--- src/hw/rtl/lhp_pkg.sv ---
`timescale 1ns / 1ps

package lhp_pkg;

  // Fixed field widths
  localparam int PIX_W    = 8;
  localparam int ROW_W    = 13;
  localparam int CFG_DW   = 13;
  localparam int WID_W    = 12;
  localparam int VS_W     = 15;
  localparam int CS_W     = 21;
  localparam int SLOT_W   = 3;

  // Line store geometry: one column word holds one pixel of each stored row
  localparam int LANES    = 5;
  localparam int WORD_W   = LANES * PIX_W;

  // Border before the first output position, in both directions
  localparam int LEAD     = 5;
  // Padding rows/columns beyond the output size, minus one
  localparam int PAD_LAST = 4;

  localparam int MAX_HEIGHT   = 4096;
  localparam int RESET_WIDTH  = 16;
  localparam int RESET_HEIGHT = 16;

  // Register indexes
  typedef enum logic [0:0] {
    REG_PLANE_WIDTH  = 1'b0,
    REG_PLANE_HEIGHT = 1'b1
  } lhp_reg_t;

  // Control that travels with an item through the pipeline
  typedef struct packed {
    logic [SLOT_W-1:0] slot;
    logic              emit;
    logic              last;
  } lhp_tag_t;

  // Six-tap (1,-5,20,20,-5,1) over pixels
  function automatic logic signed [VS_W-1:0] six_tap_pix(
    input logic [PIX_W-1:0] a, input logic [PIX_W-1:0] b, input logic [PIX_W-1:0] c,
    input logic [PIX_W-1:0] d, input logic [PIX_W-1:0] e, input logic [PIX_W-1:0] f);
    logic signed [VS_W-1:0] ea, eb, ec, ed, ee, ef;
    begin
      ea = $signed({{(VS_W-PIX_W){1'b0}}, a});
      eb = $signed({{(VS_W-PIX_W){1'b0}}, b});
      ec = $signed({{(VS_W-PIX_W){1'b0}}, c});
      ed = $signed({{(VS_W-PIX_W){1'b0}}, d});
      ee = $signed({{(VS_W-PIX_W){1'b0}}, e});
      ef = $signed({{(VS_W-PIX_W){1'b0}}, f});
      return ea + ef - 15'sd5 * (eb + ee) + 15'sd20 * (ec + ed);
    end
  endfunction

  // Six-tap over signed vertical sums
  function automatic logic signed [CS_W-1:0] six_tap_vs(
    input logic signed [VS_W-1:0] a, input logic signed [VS_W-1:0] b,
    input logic signed [VS_W-1:0] c, input logic signed [VS_W-1:0] d,
    input logic signed [VS_W-1:0] e, input logic signed [VS_W-1:0] f);
    logic signed [CS_W-1:0] ea, eb, ec, ed, ee, ef;
    begin
      ea = CS_W'(a);
      eb = CS_W'(b);
      ec = CS_W'(c);
      ed = CS_W'(d);
      ee = CS_W'(e);
      ef = CS_W'(f);
      return ea + ef - 21'sd5 * (eb + ee) + 21'sd20 * (ec + ed);
    end
  endfunction

  // (s+16)>>5, clipped to 0..255
  function automatic logic [PIX_W-1:0] clip_sh5(input logic signed [VS_W-1:0] s);
    logic signed [VS_W:0] t;
    begin
      t = (VS_W+1)'(s) + 16'sd16;
      if (t[VS_W]) return '0;
      else if (t[VS_W-1:5] > 10'd255) return 8'd255;
      else return t[12:5];
    end
  endfunction

  // (s+512)>>10, clipped to 0..255
  function automatic logic [PIX_W-1:0] clip_sh10(input logic signed [CS_W-1:0] s);
    logic signed [CS_W:0] t;
    begin
      t = (CS_W+1)'(s) + 22'sd512;
      if (t[CS_W]) return '0;
      else if (t[CS_W-1:10] > 11'd255) return 8'd255;
      else return t[17:10];
    end
  endfunction

endpackage

--- src/hw/rtl/lhp_window_stage.sv ---
`timescale 1ns / 1ps

// Horizontal pixel window and vertical sum window, then rounding, clipping
// and the output register.
module lhp_window_stage (
  input  logic                              clk,
  input  logic                              rst,
  input  logic                              load,
  input  logic [lhp_pkg::PIX_W-1:0]         mid,
  input  logic signed [lhp_pkg::VS_W-1:0]   vs,
  input  lhp_pkg::lhp_tag_t                 tag,
  output logic                              take,
  input  logic                              res_stall,
  output logic                              res_valid,
  output logic [lhp_pkg::PIX_W-1:0]         half_h,
  output logic [lhp_pkg::PIX_W-1:0]         half_v,
  output logic [lhp_pkg::PIX_W-1:0]         half_c,
  output logic                              last
);

  logic [lhp_pkg::PIX_W-1:0]       row_win [6];
  logic signed [lhp_pkg::VS_W-1:0] vs_win  [6];
  logic                            c_valid;
  logic                            c_last;
  logic                            c_adv;
  logic signed [lhp_pkg::VS_W-1:0] hs;
  logic signed [lhp_pkg::CS_W-1:0] cs;

  assign c_adv = !res_valid || !res_stall;
  // Windows may shift only once the waiting output position has moved on
  assign take  = !c_valid || c_adv;

  // Window shift, one column per item
  always_ff @(posedge clk) begin
    if (load) begin
      for (int k = 0; k < 5; k++) begin
        row_win[k] <= row_win[k+1];
        vs_win[k]  <= vs_win[k+1];
      end
      row_win[5] <= mid;
      vs_win[5]  <= vs;
    end
  end

  always_ff @(posedge clk) begin
    if (rst) begin
      c_valid <= 1'b0;
    end else if (load) begin
      c_valid <= tag.emit;
    end else if (c_adv) begin
      c_valid <= 1'b0;
    end
  end

  always_ff @(posedge clk) begin
    if (load) begin
      c_last <= tag.last;
    end
  end

  // Filter sums over the windows
  assign hs = lhp_pkg::six_tap_pix(row_win[0], row_win[1], row_win[2],
                                   row_win[3], row_win[4], row_win[5]);
  assign cs = lhp_pkg::six_tap_vs(vs_win[0], vs_win[1], vs_win[2],
                                  vs_win[3], vs_win[4], vs_win[5]);

  // Output register
  always_ff @(posedge clk) begin
    if (rst) begin
      res_valid <= 1'b0;
    end else if (c_adv) begin
      res_valid <= c_valid;
    end
  end

  always_ff @(posedge clk) begin
    if (c_valid && c_adv) begin
      half_h <= lhp_pkg::clip_sh5(hs);
      half_v <= lhp_pkg::clip_sh5(vs_win[2]);
      half_c <= lhp_pkg::clip_sh10(cs);
      last   <= c_last;
    end
  end

endmodule

--- config.mk ---
export PLATFORM = sky130hd
export DESIGN_NAME = lhp_window_stage
export DESIGN_NICKNAME = d
export VERILOG_FILES = /design/src/hw/rtl/lhp_pkg.sv /design/src/hw/rtl/lhp_window_stage.sv
export SDC_FILE = /design/constraint.sdc
export NUM_CORES = 1
export LEC_CHECK = 0
export BUFFER_PORTS_ARGS = -buffer_cell sky130_fd_sc_hd__buf_2
export CORE_MARGIN = 3
export CORE_UTILIZATION = 45
export CTS_BUF_LIST = sky130_fd_sc_hd__clkbuf_16
export CTS_CLUSTER_DIAMETER = 120
export DETAILED_ROUTE_END_ITERATION = 8
export GPL_TIMING_DRIVEN = 0
export PLACE_DENSITY = 0.64
export SETUP_SLACK_MARGIN = 0.5
export SYNTH_ARGS = -nofsm -noshare
export SYNTH_HDL_FRONTEND = slang
export SYNTH_SLANG_ARGS = --single-unit
--- constraint.sdc ---
create_clock -name clk -period 22.1 [get_ports clk]
set_input_delay 2.21 -clock clk [delete_from_list [all_inputs] [get_ports clk]]
set_output_delay 2.21 -clock clk [all_outputs]
set_load 0.05 [all_outputs]
# Word level (Yosys, flattened, before mapping)
# Memory sizes are Yosys's and may differ from the RTL's.
# Cells that the tools add are included.
[word_totals] ff_bits=28 mem_bits_rw=138 output_inout_bits=27 word_cells=43 mem_count=2
[memory_table] name="vs_win" depth=6 word_bits=15 rd=6 rd_ports_with_merged_regs=0 write_ports=6 line_no="lhp_window_stage.sv:22" text="logic signed [lhp_pkg::VS_W-1:0] vs_win [6];"
[memory_table] name="row_win" depth=6 word_bits=8 rd=6 rd_ports_with_merged_regs=0 write_ports=6 line_no="lhp_window_stage.sv:21" text="logic [lhp_pkg::PIX_W-1:0] row_win [6];"
[op_classes] addsub=13 mul=4 magnitude_cmp=3 muxes=7 reduce_logical=7
[ops] op="15-bit by 15-bit adder with 16-bit output" count=3
[ops] op="15-bit by 6-bit adder with 16-bit output (second input constant)" count=2
[ops] op="8-bit by 8-bit adder with 9-bit output" count=3
[ops] op="3-bit by 9-bit multiplier with 12-bit output (first input constant)" count=2
[ops] op="8-bit 2-to-1 mux" count=3
[ops] op="21-bit by 11-bit adder with 22-bit output (second input constant)" count=1
[ops] op="21-bit adder" count=1
[ops] op="16-bit by 20-bit subtractor with 21-bit output" count=1
[ops] op="10-bit by 8-bit > comparator with 1-bit output (second input constant)" count=2
[ops] op="4-bit by 16-bit multiplier with 20-bit output (first input constant)" count=1
[ops] op="4-bit by 16-bit multiplier with 19-bit output (first input constant)" count=1
[ops] op="13-bit by 15-bit adder with 15-bit output" count=1
[ops] op="9-bit by 12-bit subtractor with 13-bit output" count=1
[ops] op="11-bit by 8-bit > comparator with 1-bit output (second input constant)" count=1
[ops] op="1-bit 2-to-1 mux" count=4
[ops] op="1-bit zero test" count=3
[ops] op="1-bit logical OR" count=2
[ops] op="2-bit nonzero test" count=1
[ops] op="1-bit logical AND" count=1

# Longest topological paths before layout
# An unclocked memory read counts as a cell.
[depth] word_depth=8 ltp_mapped=36 mapped_depth_nobuf=36

# Least setup slack after synthesis
# Ideal clock, no wire load.
[synth_timing] kind="register to register" startpoint="memory vs_win[3][0] (netlist bit)" endpoint="register half_c[6] (netlist bit) (data pin)" setup_ps=280 arrival_time_ps=7508 t_required_ps=21820 path_slack_ps=14312 stages_incl_launch_ff=33 path_cell_list="edfxtp_1 > ha_1 > fa_1 > a21o_1 > a21oi_1 > o21bai_1 > a21oi_1 > o21bai_1 > a21oi_1 > o21bai_1 > a21oi_1 > o21ai_0 > or4b_2 > nand3_1 > ha_1 > ha_1 > xor2_1 > ha_1 > ha_1 > inv_1 > fa_1 > inv_1 > fa_1 > inv_1 > ha_1 > o21ai_0 > a31oi_1 > a21o_1 > nor4b_2 > nand2_1 > or3_1 > mux2i_1 > a31oi_1"
[synth_rtl] item="start, declared" line_no="lhp_window_stage.sv:22"
[synth_rtl] item="end signal, assigned" line_no="lhp_window_stage.sv:80" text="half_c <= lhp_pkg::clip_sh10(cs);"
[synth_rtl] item="end, declared" line_no="lhp_window_stage.sv:17" text="output logic [lhp_pkg::PIX_W-1:0] half_c,"

==> impl_results.md <==
- Yosys cell types: 78
- Mapped Area: 13,200 um2
- Nets: 1,548
- Max-cap viol count: 0
- Grt ovf: 0
- Setup_tns: 0 ns
- Seq cells post-synth: between 150 and 200
- Core ar.: 28,300 um2
- Placed cell count: 1,618
- FF-to-FF path depth: 35
- Clock buffer count from CTS: 17
- Share of the synthesized area in the top cell type: 37.4%
- I/O Pins: 59
- DRC viols: 0
- Cell repeated most along the worst path: ha_1
- Layout cell share with drive strength beyond 1: about a tenth
- Critical path launch point type: flip-flop
- Routed wire length per instance: about 15 um
- Port Buffer Count: 55
- Die area: between 30,000 and 40,000 um2
- Setup bufs post-CTS: 0
- CTS root buffer: clkbuf_16
- Total wire length: 24.1 mm
- Clock period minus worst slack: 8.82 ns
- Cell taking the most area after synthesis: edfxtp_1
- Most common library cells after synthesis: 199 x inv_1, 185 x ha_1, 164 x edfxtp_1
- Row cnt: 61
- Hold slack: 0.427 ns
- Top-count cell post-synth: inv_1
- Ys flop type: edfxtp_1
- Clock buffer depth: 2
- Critical-path top delay cell: fa_1
- Fin. max-slew vios: 0
- Setup violations, final: 0
- Area Growth Syn to Fin: 10.3%
- Initial Utilization: between 40% and 50%
- Register area share after synthesis: 37.7%
- Crit path max fanout: 7
- Reg area: 4960 um2
- Die height: 177 um
- Final Hold Violating Endpoints: 0
- Critical path class: reg -> reg
- Multi-input combinational cell area: 7440 um2
- Vias: 8,517
- Clk_lat worst skew: approximately 0.44 ns
- Worst hold path class: reg -> reg
- Synth warn: 0
- Worst path max stage delay: 0.53 ns
- Vias in the first global route: 8,681
- Number of synthesized flops with an enable pin: ~160
- Post-route ant nets: 0
- Clock sink count: ~170
- First-pass GRT wire length: slightly above 40 mm
- GPL Wtd Cong: 0.811
- Async SR Flop Fraction: 0%
- Vias/cell: around 5.2
- Final WS setup: 13.28 ns
- CTS clk-pin slew, worst paths: 0.07 ns
- Setup WS pre-CTS: 13.32 ns
- Mapped Avg Cell Area: 11.1 um2
- PostCTS Resize Cnt: 0
- CTS Hold Bufs: 0
- Crit path arrival time: 8.96 ns
- Final HPWL DP: 19.0 mm
- Initial DRC count: 388
- Die width: 177 um
- CTS tree: done
- Largest net degree at the start of global routing: 79
- H-tree levels: 4
- DR pass1 iterations: 5
- Crit. End Element: flip-flop
- Number of antenna violations at the first check in global routing: 0
- GRT Overall Usage: around 16%
- Diodes inserted: 0
- Layout fillers: 2,497
- Ranking of synthesized cells by area: edfxtp_1 37%, ha_1 18%, fa_1 11%
- Worst-Margin Slew: ~1.0 ns
- Critical Path RT: 22.25 ns
- Syn Inst Count: 1,183
- Hold Crit Depth: 0
- Syn_nets: 1,472
- Setup Skew: 0.0268 ns
- FMAX: roughly 0.11 GHz
- Status: completed
- Fin cells: 1,650
- Slew headroom: a little under a third
- RSZ-0062 raised after global routing: false
- Tcrit/Tclk final: between 30% and 40%
==> through the flow <==
stage               area (um2)  util (%)
floorplan                13200         -
global placement         13900      49.1
detailed placement       14000      49.4
CTS                      14500      51.2
global route             14500      51.2
finish                   14500      51.2
==> logic make-up after synthesis <==
family / after synthesis / share of synthesized area, %
XOR/XNOR: 108 / 7.40
adder cells (fa/ha/maj): 257 / 28.5
AND/OR/NAND/NOR: 216 / 8.54
AO/OA/AOI/OAI: 228 / 11.7
multiplexers: 4 / 0.304
buffers and inverters: 204 / 5.82
flip-flops: 166 / 37.7
==> state kept, by name, summed over array words and instances, names as in the netlist <==
signal and cells:
row_win 48, half_c 8, res_valid 1, c_last 1, half_v 8, half_h 8
vs_win 90, last 1, c_valid 1
==> layout make-up <==
cell class,instances,share of cell area (%)
multi-input cells,813,51.3
clock buffers,17,2.93
well taps,378,3.26
repair buffers,57,2.32
inverters,199,5.15
plain buffers,5,0.129
clock inverters,15,0.707
flip-flops and latches,166,34.2
==> cell usage in the layout, fill, tap and decap left out, types with 3 or more instances in the layout <==
cell type  netlist  routed
edfxtp_1       164     164
mux2i_1          4       4
inv_1          199     199
nand4_1          7       7
or3_1            6       6
o21a_1          11      11
nor4_1           4       4
xnor2_1         70      70
a211oi_1         9       9
and2_1           4       4
clkinv_2         0       5
nor2_1          57      57
a21o_1          17      17
clkbuf_16        0      17
buf_2            0      54
a21oi_1         74      74
clkbuf_1         5       5
and3_1           7       7
fa_1            72      72
nor2b_1         10      10
o21ai_1          8       8
xor2_1          36      36
ha_1           185     185
nand2_1         49      49
nand2b_1         7       7
o2111ai_1        3       3
inv_6            0       4
nand3_1         22      22
nor3_1          15      15
o211ai_1         6       6
o31ai_1          6       6
or2_2            5       5
o21bai_1        21      21
o311ai_0         3       3
o21ai_0         30      30
a31oi_1          6       6
==> layer usage <==
| metal | up-vias | track usage (%) | share of wire (%) |
|---|---|---|---|
| met5 | - | 0 | 0 |
| met3 | 29 | 2.62 | 2.9 |
| met4 | 0 | 5.11 | 2.1 |
| met2 | 128 | 27.1 | 47 |
| met1 | 4047 | 21.3 | 48 |
| li1 | 4313 | - | - |
==> path summary, 6_finish.rpt <==
path                                              from                       to  slack [ns]
worst min register to register        c_last$_DFFE_PP_           last$_DFFE_PP_        0.43
worst max-delay path            vs_win[3][0]$_DFFE_PP_  half_c[6]$_SDFFCE_PP0P_       13.28
worst max register to register  vs_win[3][0]$_DFFE_PP_  half_c[6]$_SDFFCE_PP0P_       13.28
worst min-delay path                  c_last$_DFFE_PP_           last$_DFFE_PP_        0.43
==> critical path: cells and delay by family, from the launching register on <==
family / cells / cell delay, ns
fa+ha+maj: 9 / 3.27
compound gates: 16 / 2.71
simple gates: 4 / 1.13
mux: 1 / 0.43
xor+xnor: 2 / 0.41
flops: 1 / 0.41
buf+inv: 3 / 0.15
Power is not shown: default switching activity piles up to over one toggle a cycle in this logic, so the estimate is an artifact.
